`src/rtl/core/rbsp_pkg.sv`:
```
// ----------------------------------------------------------------------------
// rbsp_pkg
// Shared constants, codes and types for the ring buffer SPI packetizer.
// ----------------------------------------------------------------------------
package rbsp_pkg;

	localparam int BUFFER_DEPTH = 4096;
	localparam int PACKET_BYTES = 32;
	localparam int FRAME_BYTES  = PACKET_BYTES + 2;

	localparam int ADDR_W  = $clog2(BUFFER_DEPTH);
	localparam int CNT_W   = ADDR_W + 1;
	localparam int CHUNK_W = $clog2(PACKET_BYTES + 1);
	localparam int POS_W   = $clog2(FRAME_BYTES);
	localparam int DATA_W  = 8;
	localparam int CFG_IDX_W = 2;
	localparam int CFG_DATA_W = 8;

	// input item actions
	localparam logic ACT_WRITE = 1'b0;
	localparam logic ACT_DRAIN = 1'b1;

	// configuration register indexes
	localparam logic [CFG_IDX_W-1:0] REG_WRITE_CMD = 2'd0;
	localparam logic [CFG_IDX_W-1:0] REG_DATA_ADDR = 2'd1;

	typedef enum logic {
		ST_IDLE,
		ST_STREAM
	} state_t;

	typedef struct packed {
		logic              we;
		logic [ADDR_W-1:0] waddr;
		logic [DATA_W-1:0] wdata;
		logic              re;
		logic [ADDR_W-1:0] raddr;
	} mem_req_t;

	// one frame byte in flight between the controller and the output stage
	typedef struct packed {
		logic              valid;
		logic              from_mem;
		logic [DATA_W-1:0] fbyte;
		logic              last;
	} frame_tag_t;

	typedef struct packed {
		logic [1:0] occ;
		logic       pop;
	} out_status_t;

endpackage

```
`src/rtl/core/rbsp_out_if.sv`:
```
// ----------------------------------------------------------------------------
// rbsp_out_if
// Output channel: one SPI frame byte per item.
// ----------------------------------------------------------------------------
interface rbsp_out_if;
	logic                      valid;
	logic                      ready;
	logic [rbsp_pkg::DATA_W-1:0] frame_byte;
	logic                      frame_last;

	modport source (output valid, frame_byte, frame_last, input ready);
	modport sink   (input valid, frame_byte, frame_last, output ready);
endinterface

```
`src/rtl/core/rbsp_out_stage.sv`:
```
// ----------------------------------------------------------------------------
// rbsp_out_stage
// Two-entry output queue; merges store read data into the frame stream.
// ----------------------------------------------------------------------------
module rbsp_out_stage (
	input  logic                          clk,
	input  logic                          arst_n,
	input  rbsp_pkg::frame_tag_t          tag,
	input  logic [rbsp_pkg::DATA_W-1:0]   rdata,
	output rbsp_pkg::out_status_t         status,
	rbsp_out_if.source                    frame_out
);

	logic [rbsp_pkg::DATA_W-1:0] fbyte_q [2];
	logic                        last_q [2];
	logic                        wr_ptr_q;
	logic                        rd_ptr_q;
	logic [1:0]                  occ_q;
	logic                        push;
	logic                        pop;
	logic [rbsp_pkg::DATA_W-1:0] push_byte;

	assign push      = tag.valid;
	assign pop       = frame_out.valid & frame_out.ready;
	assign push_byte = tag.from_mem ? rdata : tag.fbyte;

	assign frame_out.valid      = (occ_q != 2'd0);
	assign frame_out.frame_byte = fbyte_q[rd_ptr_q];
	assign frame_out.frame_last = last_q[rd_ptr_q];

	assign status.occ = occ_q;
	assign status.pop = pop;

	always_ff @(posedge clk) begin
		if (push) begin
			fbyte_q[wr_ptr_q] <= push_byte;
			last_q[wr_ptr_q]  <= tag.last;
		end
	end

	always_ff @(posedge clk or negedge arst_n) begin
		if (!arst_n) begin
			wr_ptr_q <= 1'b0;
			rd_ptr_q <= 1'b0;
			occ_q    <= 2'd0;
		end else begin
			if (push) begin
				wr_ptr_q <= ~wr_ptr_q;
			end
			if (pop) begin
				rd_ptr_q <= ~rd_ptr_q;
			end
			case ({push, pop})
				2'b10:   occ_q <= occ_q + 2'd1;
				2'b01:   occ_q <= occ_q - 2'd1;
				default: occ_q <= occ_q;
			endcase
		end
	end

endmodule

```
`src/flat_wrapper.sv`:
```
// flat-port wrapper written by rule: the top's interface ports become plain ports
module rbsp_out_stage_flat 
  (clk, arst_n, tag, rdata, status, frame_out_valid, frame_out_frame_byte, frame_out_frame_last, frame_out_ready);
  rbsp_out_if frame_out_i ();
  input  logic clk;
  input  logic arst_n;
  input  rbsp_pkg::frame_tag_t tag;
  input  logic [rbsp_pkg::DATA_W-1:0] rdata;
  output rbsp_pkg::out_status_t status;
  output wire logic [$bits(frame_out_i.valid)-1:0] frame_out_valid;
  output wire logic [$bits(frame_out_i.frame_byte)-1:0] frame_out_frame_byte;
  output wire logic [$bits(frame_out_i.frame_last)-1:0] frame_out_frame_last;
  input wire logic [$bits(frame_out_i.ready)-1:0] frame_out_ready;
  assign frame_out_valid = frame_out_i.valid;
  assign frame_out_frame_byte = frame_out_i.frame_byte;
  assign frame_out_frame_last = frame_out_i.frame_last;
  assign frame_out_i.ready = frame_out_ready;
  rbsp_out_stage u_core (.clk(clk), .arst_n(arst_n), .tag(tag), .rdata(rdata), .status(status), .frame_out(frame_out_i));
endmodule
```
`config.mk`:
```
export PLATFORM = sky130hd
export DESIGN_NAME = rbsp_out_stage_flat
export DESIGN_NICKNAME = d
export VERILOG_FILES = /design/src/rtl/core/rbsp_pkg.sv /design/src/rtl/core/rbsp_out_if.sv /design/src/rtl/core/rbsp_out_stage.sv /design/src/flat_wrapper.sv
export SDC_FILE = /design/constraint.sdc
export NUM_CORES = 1
export LEC_CHECK = 0
export ABC_AREA = 1
export BUFFER_PORTS_ARGS = -buffer_cell sky130_fd_sc_hd__buf_2
export CAP_MARGIN = 30
export CORE_UTILIZATION = 36
export CTS_BUF_LIST = sky130_fd_sc_hd__clkbuf_16
export DETAILED_ROUTE_END_ITERATION = 8
export PLACE_DENSITY_LB_ADDON = 0.2
export SYNTH_ARGS = -nofsm -noshare
export SYNTH_HDL_FRONTEND = slang
export SYNTH_SLANG_ARGS = --single-unit
export TNS_END_PERCENT = 50
```
`constraint.sdc`:
```
create_clock -name clk -period 1.5 [get_ports clk]
set_clock_uncertainty 0.1 [all_clocks]
set_input_delay 0.375 -clock clk [delete_from_list [all_inputs] [get_ports clk]]
set_output_delay 0.375 -clock clk [all_outputs]
set_load 0.02 [all_outputs]
```
Word-level counts from Yosys, hierarchy flattened
Memories as Yosys holds them, arrays and structs flattened.
Cells that the tools add are included.
- bits in registers: 4
- bits in latches: 0
- RAM bits: 18
- bits in read-only memories: 0
- memories: 2
- add/subtract/negate cells: 2
- $mul: 0
- div/mod/pow operators: 0
- $lt $le $gt $ge: 0
- eq/ne operators: 2
- shift-type cells: 0
- mux-type cells: 4
- bitwise logic cells: 3
- reductions and logical operators: 2
- memories (memory ; words ; bits a word ; rd ports ; clocked after Yosys merged registers in ; wr ports ; RTL line ; source):
    u_core.fbyte_q ; 2 ; 8 ; 1 ; 0 ; 1 ; rbsp_out_stage.sv:14 ; logic [rbsp_pkg::DATA_W-1:0] fbyte_q [2];
    u_core.last_q ; 2 ; 1 ; 1 ; 0 ; 1 ; rbsp_out_stage.sv:15 ; logic last_q [2];
- operators with widths (kind ; count):
    2-to-1 mux 8 bit ; 1
    case mux 2 bit (2 select lines) ; 1
    nonzero test 2 bit ; 2
    adder 2 x 1 -> 2 bit, second input constant ; 1
    equality test 2 x 1 -> 1 bit, second input constant ; 1
    equality test 2 bit, second input constant ; 1
    2-to-1 mux 1 bit ; 2
    inverter 1 bit ; 2
    subtractor 2 x 1 -> 2 bit, second input constant ; 1
    AND 1 bit ; 1

Depth between registers and ports, before layout
- word-level depth: 4
- mapped depth: 10
- gate-level depth less buffers: 10

Least setup slack after synthesis
OpenSTA, ideal clock, no wires.
- path kind: register to register
- start: register u_core.occ_q[0]
- end: register u_core.occ_q[1]
- setup time: 117 ps
- arrival: 1341 ps
- data required time: 1283 ps
- slack: -58 ps
- stages on the path, launching flop included: 10
- path buffers: 0
- period minus slack after synthesis: 1558 ps
- cells stage by stage: dfrtp_1 -> inv_1 -> nand2_2 -> nand2_1 -> inv_1 -> ha_1 -> inv_1 -> nand3_1 -> nand2_1 -> nand2_1
- word-level cells in the longest chain between the ends: 4
- elaborated cells between the ends (all ways): 8
- RTL lines (what ; RTL line ; source):
    from (decl) ; rbsp_out_stage.sv:18 ; logic [1:0] occ_q;
    from (signal assigned) ; rbsp_out_stage.sv:54 ; 2'b10: occ_q <= occ_q + 2'd1;
    from (signal assigned) ; rbsp_out_stage.sv:55 ; 2'b01: occ_q <= occ_q - 2'd1;
    from (signal assigned) ; rbsp_out_stage.sv:56 ; default: occ_q <= occ_q;
    nonzero test 2 bit (*) ; rbsp_out_stage.sv:27 ; assign frame_out.valid = (occ_q != 2'd0);
    net frame_out_valid ; flat_wrapper.sv:10 ; output wire logic [$bits(frame_out_i.valid)-1:0] frame_out_valid;
    AND 1 bit (*) ; rbsp_out_stage.sv:24 ; assign pop = frame_out.valid & frame_out.ready;
    net u_core.pop ; rbsp_out_stage.sv:20 ; logic pop;
    equality test 2 x 1 -> 1 bit / equality test 2 bit (equally long branches) ; rbsp_out_stage.sv:53 ; case ({push, pop})
    case mux 2 bit (2 select lines) / nonzero test 2 bit (equally long branches) ; - ;
The timed path passes the listed nets; every way through them passes the cells marked *.
A chain may end at the register's enable or synchronous reset.

Worst setup path in the final report
- start: register u_core.rd_ptr_q
- end: output frame_out_frame_last
- word-level cells in the longest chain between the ends: 1
- RTL lines (what ; RTL line ; source):
    from (decl) ; rbsp_out_stage.sv:17 ; logic rd_ptr_q;
    from (signal assigned) ; rbsp_out_stage.sv:51 ; rd_ptr_q <= ~rd_ptr_q;
    memory read (2 x 1 bit) ; - ;
    to (decl) ; flat_wrapper.sv:12 ; output wire logic [$bits(frame_out_i.frame_last)-1:0] frame_out_frame_last;
Every way passes these cells.

==> impl_summary.txt <==
----------------------------------------------------
[Clocking]
  CTS tree ... yes
  Clock latency on the worst-skew pair ... 0.25 ns
  Number of H-tree branching levels ... 1
  CTS buffer count ... 3
  Maximum count of clock buffers along a single path ... 2
  Clock-pin transition on the worst setup and hold timing paths ... approximately 0.06 ns
  Sink count of the clock tree ... 22
  CTS Root Cell ... sky130_fd_sc_hd__clkbuf_16

[Yosys]
  Count of state elements after synthesis ... 22
  Net count after synthesis ... 123
  Sequential-to-total area share from yosys stat ... 0.652
  Post-Syn Instances ... 100
  Post-synthesis instance area ... 982 um2
  Average cell area after synthesis ... 9.82 um2
  Unique cell type count in the Yosys netlist ... 16
  Number of warning messages in the yosys log ... 0

[Finish]
  Leading cell types in the layout, fill and taps excluded ... sky130_fd_sc_hd__nand2_1 (29), sky130_fd_sc_hd__buf_2 (24), sky130_fd_sc_hd__edfxtp_1 (18), sky130_fd_sc_hd__nand2_2 (13), sky130_fd_sc_hd__buf_6 (12)
  Most common cell after layout, fill and taps aside ... sky130_fd_sc_hd__nand2_1
  Area occupied by multi-input gates ... slightly above 300 um2
  Inserted Diodes ... 0
  Nets ... 165
  Layout area overhead ... 46.9%
  Utilization of the core after routing ... 0.572
  Register cell area after layout ... ~640 um2
  Layout fillers ... between 200 and 250
  Finished Cell Area ... 0.00144 mm2
  Proportion of layout cells with a drive suffix above 1 ... 0.468
  Count of placed standard cells in the final layout, fillers left out ... 171

[Worst setup path]
  Worst r2r src ... u_core.occ_q[1]
  WS Path Type ... reg2out
  Setup crit start ... u_core.rd_ptr_q
  Crit path max fanout ... 7
  Critical path data required time ... 1.02 ns
  CP Capture Type ... primary output
  Arrival @ worst endpoint ... 1.09 ns
  Crit start category ... register

[STA]
  Worst hold slack after final layout ... 0.214 ns
  Total Negative Setup Slacks ... -0.494 ns
  Time the final worst path needs with I/O delays and setup ... 1.57 ns
  Final Slew Violations ... 0
  Achievable clock frequency ... 0.638 GHz
  Final WS setup ... -0.0676 ns
  Period utilization ... 1.05
  Final-report setup violation count ... 9
  Final hold violation count ... 0
  Relative slew margins ... 0.753
  RSZ-0062 raised after global routing ... true
  Actual transition at the worst max-transition pin ... between 0.3 and 0.4 ns

[Floorplanning]
  Vertical die dimension ... ~54 um
  Num rows ... 18
  Floorplan core area ... 0.00252 mm2
  Starting density of the core ... 0.389
  Width of the die ... 54.2 um
  Top-level I/O count ... 35
  Die Area ... a little under 0.003 mm2

[Drt]
  Average detailed-routed wire length per instance ... approximately 10 um
  Number of vias per cell ... roughly 4.4
  DRC ... 0
  Antenna Nets Post-Route ... 0
  Final WL ... approximately 1800 um
  DRC marker count from the first detailed-route iteration ... 2
  Via count ... 752
  First-pass DRT Iterations ... 3

[Global routing]
  Number of antenna violations at the first check in global routing ... 0
  Leftover overflow at the end of global routing ... 0
  Pin count of the biggest net entering global routing ... 17
  Global-route wire length before repair ... 2690 um
  Global-route total usage across every layer ... 0.136
  Number of global-route vias before repair ... 659

[Placed design]
  Placed wire-length estimate ... 1260 um
  Count of input and output buffers ... 34
  Placed cell count ... 163
  Final GP Congestion ... 0.764
  Pre-CTS setup slack ... 0.0229 ns
  Area after DPL ... 0.00119 mm2

[Power]
  Pwr per Cell Area ... 2020 mW/mm2
  VDD IR max ... approximately 900 uV
  Leak pwr ... 0.695 nW
  Total power draw ... 2.91 mW

[Min path]
  Worst min-delay path class ... in2reg
  Start point of the worst min-delay path ... tag[0]

[Outcome]
  Status ... complete, but fails checks
  Violations in the final reports ... negative setup slack

[Job]
  Max_cap viols ... 0

----------------------------------------------------
## timing repair
action / in CTS / in global routing
setup endpoints to repair: 10 / 11
pin swaps: 2 / 5
setup buffers: 2 / 1
hold buffers: 1 / 0
endpoints found under the hold margin: 4 / 0
gates resized for setup: 15 / 29
## final cells by class
type | instances | area share
inverters | 16 | 0.0451
flip-flops and latches | 22 | 0.447
multi-input cells | 59 | 0.210
well taps | 30 | 0.0260
clock buffers | 3 | 0.0520
repair buffers | 40 | 0.199
clock inverters | 1 | 0.0208
## power by group
group | internal, mW | switching (mW) | total, mW
combinational | 0.554 | 0.693 | 1.25
sequential | 0.847 | 0.0903 | 0.938
clock | 0.529 | 0.199 | 0.728
## sequential cells by signal, indices dropped and copies added, names as in the netlist
| name | flops |
|---|---|
| u_core.fbyte_q | 16 |
| u_core.last_q | 2 |
| u_core.occ_q | 2 |
| u_core.rd_ptr_q | 1 |
| u_core.wr_ptr_q | 1 |
## cell families (layout without fill, tap and decap cells)
group	after synthesis	in the layout	synth area share
fa+ha+maj	1	1	0.0127
simple gates	48	48	0.191
buf+inv	19	60	0.0853
xor+xnor	2	2	0.0178
compound gates	8	8	0.0408
flops	22	22	0.652
## final timing paths
check / to / slack [ns] / depth (start not counted)
setup / recovery: frame_out_frame_last / -0.07 / 4
hold / removal: u_core.last_q[1] / 0.21 / 1
setup reg to reg: u_core.occ_q[1] / 0.09 / 9
hold reg to reg: u_core.wr_ptr_q / 0.40 / 1
max in group asynchronous: u_core.occ_q[1] / 0.79 / 2
min in group asynchronous: u_core.wr_ptr_q / 0.38 / 2
## cells in the mapped netlist (all sizes together)
| cell type | number | area [um2] |
|---|---|---|
| ha | 1 | 12.5 |
| dfrtp | 4 | 100 |
| nand3 | 2 | 10.0 |
| edfxtp | 18 | 541 |
| inv | 16 | 60.1 |
| nor2 | 1 | 3.75 |
| nand4 | 1 | 6.26 |
| buf | 3 | 23.8 |
| nand2 | 44 | 168 |
| xor2 | 1 | 8.76 |
| o21ai | 8 | 40.0 |
| xnor2 | 1 | 8.76 |
## critical path: stages, from the launching register on
cell	delay (ns)
sky130_fd_sc_hd__dfrtp_2	0.45
sky130_fd_sc_hd__buf_6	0.16
sky130_fd_sc_hd__nand2_1	0.05
sky130_fd_sc_hd__nand2_1	0.06
sky130_fd_sc_hd__buf_6	0.13
## per-layer routing
layer  track usage  vias to the layer above  share of wire
met1         0.139                      339           0.39
met4        0.0769                        0         0.0062
met2         0.256                       13           0.57
li1              -                      398              -
met5             0                        -              0
met3        0.0250                        2          0.024
(Power assumes the default switching activity.)
