===== config.mk =====
export PLATFORM = sky130hd
export DESIGN_NAME = rbsp_ctrl_flat
export DESIGN_NICKNAME = d
export VERILOG_FILES = /design/src/rtl/core/rbsp_pkg.sv /design/src/rtl/core/rbsp_in_if.sv /design/src/rtl/core/rbsp_ctrl.sv /design/src/flat_wrapper.sv
export SDC_FILE = /design/constraint.sdc
export NUM_CORES = 1
export LEC_CHECK = 0
export CAP_MARGIN = 20
export CORE_ASPECT_RATIO = 0.5
export CORE_MARGIN = 8
export CORE_UTILIZATION = 31
export CTS_CLUSTER_DIAMETER = 40
export DETAILED_ROUTE_END_ITERATION = 7
export DONT_BUFFER_PORTS = 1
export GPL_TIMING_DRIVEN = 0
export SETUP_SLACK_MARGIN = 0.4
export SYNTH_ARGS = -nofsm -noshare
export SYNTH_HDL_FRONTEND = slang
export SYNTH_SLANG_ARGS = --single-unit
export TNS_END_PERCENT = 20

===== constraint.sdc =====
create_clock -name clk -period 4.65 [get_ports clk]
set_input_delay 0.6975 -clock clk [delete_from_list [all_inputs] [get_ports clk]]
set_output_delay 0.6975 -clock clk [all_outputs]
set_load 0.005 [all_outputs]

===== src/rtl/core/rbsp_pkg.sv =====
// ----------------------------------------------------------------------------
// rbsp_pkg
// Shared constants, codes and types for the ring buffer SPI packetizer.
// ----------------------------------------------------------------------------
package rbsp_pkg;

	localparam int BUFFER_DEPTH = 4096;
	localparam int PACKET_BYTES = 32;
	localparam int FRAME_BYTES  = PACKET_BYTES + 2;

	localparam int ADDR_W  = $clog2(BUFFER_DEPTH);
	localparam int CNT_W   = ADDR_W + 1;
	localparam int CHUNK_W = $clog2(PACKET_BYTES + 1);
	localparam int POS_W   = $clog2(FRAME_BYTES);
	localparam int DATA_W  = 8;
	localparam int CFG_IDX_W = 2;
	localparam int CFG_DATA_W = 8;

	// input item actions
	localparam logic ACT_WRITE = 1'b0;
	localparam logic ACT_DRAIN = 1'b1;

	// configuration register indexes
	localparam logic [CFG_IDX_W-1:0] REG_WRITE_CMD = 2'd0;
	localparam logic [CFG_IDX_W-1:0] REG_DATA_ADDR = 2'd1;

	typedef enum logic {
		ST_IDLE,
		ST_STREAM
	} state_t;

	typedef struct packed {
		logic              we;
		logic [ADDR_W-1:0] waddr;
		logic [DATA_W-1:0] wdata;
		logic              re;
		logic [ADDR_W-1:0] raddr;
	} mem_req_t;

	// one frame byte in flight between the controller and the output stage
	typedef struct packed {
		logic              valid;
		logic              from_mem;
		logic [DATA_W-1:0] fbyte;
		logic              last;
	} frame_tag_t;

	typedef struct packed {
		logic [1:0] occ;
		logic       pop;
	} out_status_t;

endpackage


===== src/rtl/core/rbsp_in_if.sv =====
// ----------------------------------------------------------------------------
// rbsp_in_if
// Input channel: write one byte or request one drain.
// ----------------------------------------------------------------------------
interface rbsp_in_if;
	logic                      valid;
	logic                      ready;
	logic                      action;
	logic [rbsp_pkg::DATA_W-1:0] data_byte;

	modport source (output valid, action, data_byte, input ready);
	modport sink   (input valid, action, data_byte, output ready);
endinterface


===== src/rtl/core/rbsp_ctrl.sv =====
// ----------------------------------------------------------------------------
// rbsp_ctrl
// Pointer and count keeping, chunk sizing and frame byte sequencing.
// ----------------------------------------------------------------------------
module rbsp_ctrl (
	input  logic                              clk,
	input  logic                              arst_n,
	rbsp_in_if.sink                           item_in,
	input  logic                              cfg_we,
	input  logic [rbsp_pkg::CFG_IDX_W-1:0]    cfg_index,
	input  logic [rbsp_pkg::CFG_DATA_W-1:0]   cfg_data,
	input  rbsp_pkg::out_status_t             status,
	output rbsp_pkg::mem_req_t                req,
	output rbsp_pkg::frame_tag_t              tag_s1
);

	localparam int ADDR_W  = rbsp_pkg::ADDR_W;
	localparam int CNT_W   = rbsp_pkg::CNT_W;
	localparam int CHUNK_W = rbsp_pkg::CHUNK_W;
	localparam int POS_W   = rbsp_pkg::POS_W;

	rbsp_pkg::state_t state_q, state_d;

	logic [ADDR_W-1:0]           rp_q;
	logic [ADDR_W-1:0]           wp_q;
	logic [CNT_W-1:0]            cnt_q;
	logic [CHUNK_W-1:0]          chunk_q;
	logic [POS_W-1:0]            pos_q;
	logic [rbsp_pkg::DATA_W-1:0] cmd_q;
	logic [rbsp_pkg::DATA_W-1:0] addr_q;

	logic                        accept;
	logic                        do_write;
	logic                        do_drain;
	logic                        issue;
	logic                        last_pos;
	logic [2:0]                  load;
	logic [CNT_W-1:0]            room;
	logic [CNT_W-1:0]            lim;
	logic [CHUNK_W-1:0]          chunk_d;
	logic [ADDR_W-1:0]           wp_nx;
	logic [POS_W-1:0]            offs;
	logic                        in_chunk;
	rbsp_pkg::frame_tag_t        tag_d;

	assign accept   = item_in.valid & item_in.ready;
	assign do_write = accept & (item_in.action == rbsp_pkg::ACT_WRITE);
	assign do_drain = accept & (item_in.action == rbsp_pkg::ACT_DRAIN)
	                  & (cnt_q != '0);
	assign wp_nx    = wp_q + ADDR_W'(1);

	// chunk = min(count, bytes before wrap, packet size)
	assign room    = CNT_W'(rbsp_pkg::BUFFER_DEPTH) - {1'b0, rp_q};
	assign lim     = (cnt_q < room) ? cnt_q : room;
	assign chunk_d = (lim > CNT_W'(rbsp_pkg::PACKET_BYTES))
	                 ? CHUNK_W'(rbsp_pkg::PACKET_BYTES) : lim[CHUNK_W-1:0];

	// keep in-flight plus queued bytes within the two output slots
	assign load     = {1'b0, status.occ} + {2'b00, tag_s1.valid};
	assign last_pos = (pos_q == POS_W'(rbsp_pkg::FRAME_BYTES - 1));
	assign offs     = pos_q - POS_W'(2);
	assign in_chunk = (pos_q >= POS_W'(2)) && (offs < POS_W'(chunk_q));

	always_comb begin
		state_d       = state_q;
		item_in.ready = 1'b0;
		issue         = 1'b0;
		req.we        = do_write;
		req.waddr     = wp_q;
		req.wdata     = item_in.data_byte;
		req.re        = 1'b0;
		req.raddr     = rp_q + ADDR_W'(offs);
		tag_d.valid    = 1'b0;
		tag_d.from_mem = in_chunk;
		tag_d.last     = last_pos;
		tag_d.fbyte    = '0;
		case (pos_q)
			POS_W'(0): tag_d.fbyte = cmd_q;
			POS_W'(1): tag_d.fbyte = addr_q;
			default:   tag_d.fbyte = '0;
		endcase
		case (state_q)
			rbsp_pkg::ST_IDLE: begin
				item_in.ready = 1'b1;
				if (do_drain) begin
					state_d = rbsp_pkg::ST_STREAM;
				end
			end
			rbsp_pkg::ST_STREAM: begin
				issue = (load < (3'd2 + {2'b00, status.pop}));
				if (issue) begin
					tag_d.valid = 1'b1;
					req.re      = in_chunk;
					if (last_pos) begin
						state_d = rbsp_pkg::ST_IDLE;
					end
				end
			end
			default: state_d = rbsp_pkg::ST_IDLE;
		endcase
	end

	always_ff @(posedge clk or negedge arst_n) begin
		if (!arst_n) begin
			state_q <= rbsp_pkg::ST_IDLE;
		end else begin
			state_q <= state_d;
		end
	end

	always_ff @(posedge clk or negedge arst_n) begin
		if (!arst_n) begin
			rp_q   <= '0;
			wp_q   <= '0;
			cnt_q  <= '0;
			pos_q  <= '0;
			cmd_q  <= '0;
			addr_q <= '0;
			tag_s1 <= '0;
		end else begin
			tag_s1 <= tag_d;
			if (cfg_we) begin
				case (cfg_index)
					rbsp_pkg::REG_WRITE_CMD: cmd_q  <= cfg_data;
					rbsp_pkg::REG_DATA_ADDR: addr_q <= cfg_data;
					default: ;
				endcase
			end
			if (do_write) begin
				wp_q <= wp_nx;
				// full: oldest byte is overwritten, read side follows
				if (cnt_q == CNT_W'(rbsp_pkg::BUFFER_DEPTH)) begin
					rp_q <= wp_nx;
				end else begin
					cnt_q <= cnt_q + CNT_W'(1);
				end
			end
			if (do_drain) begin
				pos_q <= '0;
			end else if (issue) begin
				pos_q <= pos_q + POS_W'(1);
				if (last_pos) begin
					rp_q  <= rp_q + ADDR_W'(chunk_q);
					cnt_q <= cnt_q - CNT_W'(chunk_q);
				end
			end
		end
	end

	always_ff @(posedge clk) begin
		if (do_drain) begin
			chunk_q <= chunk_d;
		end
	end

endmodule


===== src/flat_wrapper.sv =====
// flat-port wrapper written by rule: the top's interface ports become plain ports
module rbsp_ctrl_flat 
  (clk, arst_n, cfg_we, cfg_index, cfg_data, status, req, tag_s1, item_in_valid, item_in_action, item_in_data_byte, item_in_ready);
  rbsp_in_if item_in_i ();
  input  logic clk;
  input  logic arst_n;
  input  logic cfg_we;
  input  logic [rbsp_pkg::CFG_IDX_W-1:0] cfg_index;
  input  logic [rbsp_pkg::CFG_DATA_W-1:0] cfg_data;
  input  rbsp_pkg::out_status_t status;
  output rbsp_pkg::mem_req_t req;
  output rbsp_pkg::frame_tag_t tag_s1;
  input wire logic [$bits(item_in_i.valid)-1:0] item_in_valid;
  input wire logic [$bits(item_in_i.action)-1:0] item_in_action;
  input wire logic [$bits(item_in_i.data_byte)-1:0] item_in_data_byte;
  output wire logic [$bits(item_in_i.ready)-1:0] item_in_ready;
  assign item_in_i.valid = item_in_valid;
  assign item_in_i.action = item_in_action;
  assign item_in_i.data_byte = item_in_data_byte;
  assign item_in_ready = item_in_i.ready;
  rbsp_ctrl u_core (.clk(clk), .arst_n(arst_n), .item_in(item_in_i), .cfg_we(cfg_we), .cfg_index(cfg_index), .cfg_data(cfg_data), .status(status), .req(req), .tag_s1(tag_s1));
endmodule

# Word-level counts from Yosys, hierarchy flattened
# Index checks and enable logic that the tools add are counted.
[totals]
output_inout_bits = 46
input_bits = 26
word_cells = 68
register_bits = 77
[classes]
reduce_logical = 7
n_eq_ne = 4
order_cmp = 5
n_mux = 24
n_bitwise = 6
n_addsub = 10
[ops]
columns = ["operator", "n"]
rows = [
  ["2-to-1 mux 13 bit", 6],
  ["2-to-1 mux 12 bit", 5],
  ["adder 12 x 6 -> 12 bit", 2],
  ["one-hot mux 8 bit (2 select lines)", 1],
  ["adder 13 x 1 -> 13 bit (second input constant)", 1],
  ["equality test 13 bit (second input constant)", 1],
  ["> comparator 13 x 6 -> 1 bit (second input constant)", 1],
  ["< comparator 13 bit", 1],
  ["nonzero test 13 bit", 1],
  ["subtractor 13 x 12 -> 13 bit (first input constant)", 1],
  ["subtractor 13 x 6 -> 13 bit", 1],
  ["adder 12 x 1 -> 12 bit (second input constant)", 1],
  ["2-to-1 mux 6 bit", 2],
  ["2-to-1 mux 1 bit", 9],
  ["adder 6 x 1 -> 6 bit (second input constant)", 1],
  ["equality test 6 x 1 -> 1 bit (second input constant)", 1],
  ["equality test 6 bit (second input constant)", 1],
  [">= comparator 6 x 2 -> 1 bit (second input constant)", 1],
  ["zero test 6 bit", 1],
  ["< comparator 6 bit", 1],
  ["subtractor 6 x 2 -> 6 bit (second input constant)", 1],
  ["bitwise AND 1 bit", 4],
  ["AND reduction 2 bit", 2],
  ["adder 2 x 1 -> 3 bit", 1],
  ["8 further kinds", 9],
]

# Logic depth before layout (Yosys ltp)
[logic_depth]
ltp_word = 7
depth_mapped = 14

# Worst setup path before layout
# No wires, ideal clock.
[synth_timing]
kind = "register to register"
from = "register u_core.rp_q[0]"
to = "register u_core.chunk_q[0] (data pin)"
stages_incl_launch_ff = 14
arrival_ps = 3164
setup_time_ps = 141
setup_slack_ps = 1346
required_time_ps = 4509
path_cell_list = "dfrtp_1 clkbuf_1 inv_1 ha_1 or4b_1 buf_2 nor4b_4 xor2_1 ha_1 nand4_1 nor3_1 a21o_1 mux2_4 a21oi_2"
[synth_between]
elab_chain_len = 4
[synth_rtl]
columns = ["element", "line", "rtl"]
rows = [
  ["start, declared", "rbsp_ctrl.sv:24", "logic [ADDR_W-1:0] rp_q;"],
  ["start signal, assigned", "rbsp_ctrl.sv:133", "rp_q <= wp_nx;"],
  ["start signal, assigned", "rbsp_ctrl.sv:143", "rp_q <= rp_q + ADDR_W'(chunk_q);"],
  ["subtractor 13 x 12 -> 13 bit (*)", "rbsp_ctrl.sv:53", "assign room = CNT_W'(rbsp_pkg::BUFFER_DEPTH) - {1'b0, rp_q};"],
  ["< comparator 13 bit", "rbsp_ctrl.sv:54", "assign lim = (cnt_q < room) ? cnt_q : room;"],
  ["2-to-1 mux 13 bit (*)", "rbsp_ctrl.sv:54", ""],
  ["> comparator 13 x 6 -> 1 bit", "rbsp_ctrl.sv:55", "assign chunk_d = (lim > CNT_W'(rbsp_pkg::PACKET_BYTES))"],
  ["end signal, assigned", "rbsp_ctrl.sv:152", "chunk_q <= chunk_d;"],
  ["end, declared", "rbsp_ctrl.sv:27", "logic [CHUNK_W-1:0] chunk_q;"],
]
# Every way passes the cells marked *; elsewhere a longest branch is shown, timed or not.
# A chain may end at the register's enable or synchronous reset.

# Worst setup path after layout
[layout_timing]
from = "register u_core.rp_q[0]"
to = "register u_core.chunk_q[4] (data pin)"
# Same word-level chain as after synthesis.

==> results.sh <==
export IMPL_grt_use_total=0.124
export IMPL_synth_edf_count=6
export IMPL_drt_initial_drc_count=261
export IMPL_worstPathCellList="clkbuf_1 > inv_1 > ha_1 > or4b_1 > buf_2 > nor4b_4 > xor2_1 > ha_1 > nand4_1 > nor3_1 > a21o_1 > mux2_4 > a21oi_2"
export IMPL_irDropWorstVdd_uv=216
export IMPL_p_int_uw=1990
export IMPL_final_cell_mix="71 x dfrtp_1, 47 x ha_1, 45 x nand2_1"
export IMPL_powerDensity_nw_per_um2=595
export IMPL_diodes=0
export IMPL_crit_slowest_cell="or4b_1"
export IMPL_crit_path_start_kind="register"
export IMPL_power_frac_comb=0.498
export IMPL_hpwl_um=10500
export IMPL_drc=0
export IMPL_syn_inst=571
export IMPL_period_share=0.809
export IMPL_setup_tns_ns=0
export IMPL_outcome="completed"
export IMPL_p_leak_uw=0.00269
export IMPL_utilization=0.350
export IMPL_worstReg2RegEnd="u_core.chunk_q[4]"
export IMPL_setup_viol=0
export IMPL_min_path_type="in2async"
export IMPL_portBuffers=0
export IMPL_clkPwrFrac=0.190
export IMPL_dp_worst_setup_slack_ns=0.898
export IMPL_cp_required_ns=4.85
export IMPL_slew_headroom=0.549
export IMPL_worst_hold_slack_ns=0.0421
export IMPL_cts_clk_slew_worst_paths_ns=0.07
export IMPL_synthesis_nets=647
export IMPL_syn_area_um2=5450
export IMPL_cts_resized=0
export IMPL_avgViaCountPerCell=5.12
export IMPL_clk_latency_ns=0.34
export IMPL_setup_ws_ns=0.886
export IMPL_critPathMostFrequentCell="ha_1"
export IMPL_p_sw_frac=0.446
export IMPL_overflow=0
export IMPL_synth_seq_cells=77
export IMPL_die_w_um=203
export IMPL_worstMarginPinSlew_ns=0.670
export IMPL_area_delta_synth_final_pct=10.8
export IMPL_ys_flop_type="dfrtp_1"
export IMPL_cp_num_buf_inv=3
export IMPL_numCtsBuffers=9
export IMPL_min_period_ns=3.76
export IMPL_slew_viol_final=0
export IMPL_critPathKind="reg2reg"
export IMPL_placed_cell_area_um2=5760
export IMPL_place_congestion=0.908
export IMPL_die_area_um2=22300
export IMPL_final_common_cell="dfrtp_1"
export IMPL_post_cts_buffers=0
export IMPL_vias=4212
export IMPL_coreArea_um2=17300
export IMPL_grt_pass1_vias=4142
export IMPL_cts_tree="built"
export IMPL_avgSynthCellArea_um2=9.54
export IMPL_cts_sinks=77
export IMPL_nNetsFinal=660
export IMPL_p_seq_frac=0.311
export IMPL_routed_wl_um=13800
export IMPL_grt_start_max_net_pins=72
export IMPL_seq_area_frac_synth=0.359
export IMPL_crit_fanout=9
export IMPL_grt_pass1_wl_um=22300
export IMPL_design_area_um2=6040
export IMPL_drive_gt1_frac=0.104
export IMPL_async_flop_share=0.922
export IMPL_yosysUniqueCellTypes=67
export IMPL_clock_path_buffers=2
export IMPL_hold_viol_final=0
export IMPL_die_y_um=110
export IMPL_cts_root_buf="clkbuf_16"
export IMPL_htreeDepth=3
export IMPL_routedWlPerCell_um=16.7
export IMPL_cts_hold_buffers_added=0
export IMPL_p_sw_uw=1600
export IMPL_worstRegToRegCells=13
export IMPL_critPathTopFamily="simple AND/OR/NAND/NOR gates"
export IMPL_slowest_delay_ns=0.44
export IMPL_yosys_warnings=0
export IMPL_cp_end_kind="register"
export IMPL_r2r_slack_ns=0.89
export IMPL_antenna_found_initial=0
export IMPL_timing_fmax_ghz=0.266
export IMPL_maxCapViolations=0
export IMPL_grt_setup_unrepaired="no"
export IMPL_cp_arrival_ns=3.96
export IMPL_drtAntennaViolNets=0
export IMPL_worstReg2RegStart="u_core.rp_q[0]"
export IMPL_skew_ns=0.00925
export IMPL_rows=34
export IMPL_io_pins=72
export IMPL_start_util=0.315
export IMPL_firstDrtPassIters=8
==> cells in the mapped netlist (all sizes together) (10+ instances only) <==
master / count / area (µm²)
nand3: 23 / 115
clkbuf: 16 / 60.1
and3: 10 / 62.6
a21oi: 28 / 159
nor3: 12 / 60.1
nand2: 45 / 169
xnor2: 36 / 315
nand4: 10 / 62.6
ha: 47 / 588
a21o: 11 / 82.6
inv: 25 / 93.8
mux2: 18 / 206
buf: 14 / 97.6
dfrtp: 71 / 1780
o21ai: 22 / 110
xor2: 23 / 201
nor2: 35 / 131
==> layout make-up <==
| cell class | count | area, µm² |
|---|---|---|
| well taps | 234 | 293 |
| multi-input cells | 437 | 3230 |
| flip-flops and latches | 77 | 1960 |
| plain buffers | 30 | 158 |
| clock buffers | 10 | 229 |
| inverters | 27 | 101 |
| fillers | 1776 | 11200 |
| clock inverters | 6 | 53.8 |
| repair buffers | 2 | 15.0 |
==> sequential cells by signal, indices dropped and copies added, names as in the netlist <==
signal / count
u_core.cnt_q: 13
u_core.rp_q: 12
u_core.wp_q: 12
u_core.tag_s1: 11
u_core.addr_q: 8
u_core.cmd_q: 8
u_core.chunk_q: 6
u_core.pos_q: 6
u_core.state_q: 1
==> through the flow <==
stage	std cells	total power (µW)
floorplan	571	2440
global placement	805	2870
detailed placement	807	2910
CTS	823	3610
global route	823	3880
finish	823	3590
==> worst reg2reg max path, stage by stage, from the launching register on <==
cell	delay, ns
dfrtp_1	0.42
clkbuf_1	0.23
inv_1	0.13
ha_1	0.26
or4b_1	0.44
buf_2	0.18
nor4b_4	0.35
xor2_1	0.12
ha_1	0.31
nand4_1	0.12
nor3_1	0.26
a21o_1	0.31
mux2_4	0.38
a21oi_2	0.11
==> worst max path at each step <==
stage                               from                end  slack [ns]  cells after the start
after global routing      u_core.rp_q[0]  u_core.chunk_q[4]        0.59                     13
after global placement    u_core.rp_q[0]  u_core.chunk_q[4]        0.92                     13
after detailed placement  u_core.rp_q[0]  u_core.chunk_q[0]        0.90                     13
final                     u_core.rp_q[0]  u_core.chunk_q[4]        0.89                     13
after CTS                 u_core.rp_q[0]  u_core.chunk_q[4]        0.88                     13
after floorplan           u_core.rp_q[0]  u_core.chunk_q[0]        1.35                     13
==> power by group through the flow <==
stage | Clock [µW] | Sequential, µW | Combinational (µW)
after detailed placement | 0 | 1130 | 1780
after CTS | 694 | 1120 | 1800
after global routing | 717 | 1150 | 2010
final | 683 | 1120 | 1790
after global placement | 0 | 1130 | 1740
after floorplan | 0 | 1040 | 1400
==> cells by family (layout without fill, tap and decap cells) <==
family / Yosys count / in the layout / synth area share
xor gates and xnor gates: 59 / 59 / 0.0949
muxes: 21 / 21 / 0.0434
and+or+nand+nor: 188 / 188 / 0.182
AOI/OAI and AO/OA: 119 / 119 / 0.154
DFF: 77 / 77 / 0.359
adders and majority gates: 50 / 50 / 0.119
buffers and inverters: 57 / 75 / 0.0475
==> per-layer routing <==
metal	track usage	up-vias	wire [µm]
li1	-	2087	-
met1	0.162	2030	6460
met2	0.201	78	6340
met3	0.0297	17	741
met4	0.0448	0	218
met5	0	-	0
Note: power is estimated with default switching activity, not from simulation.
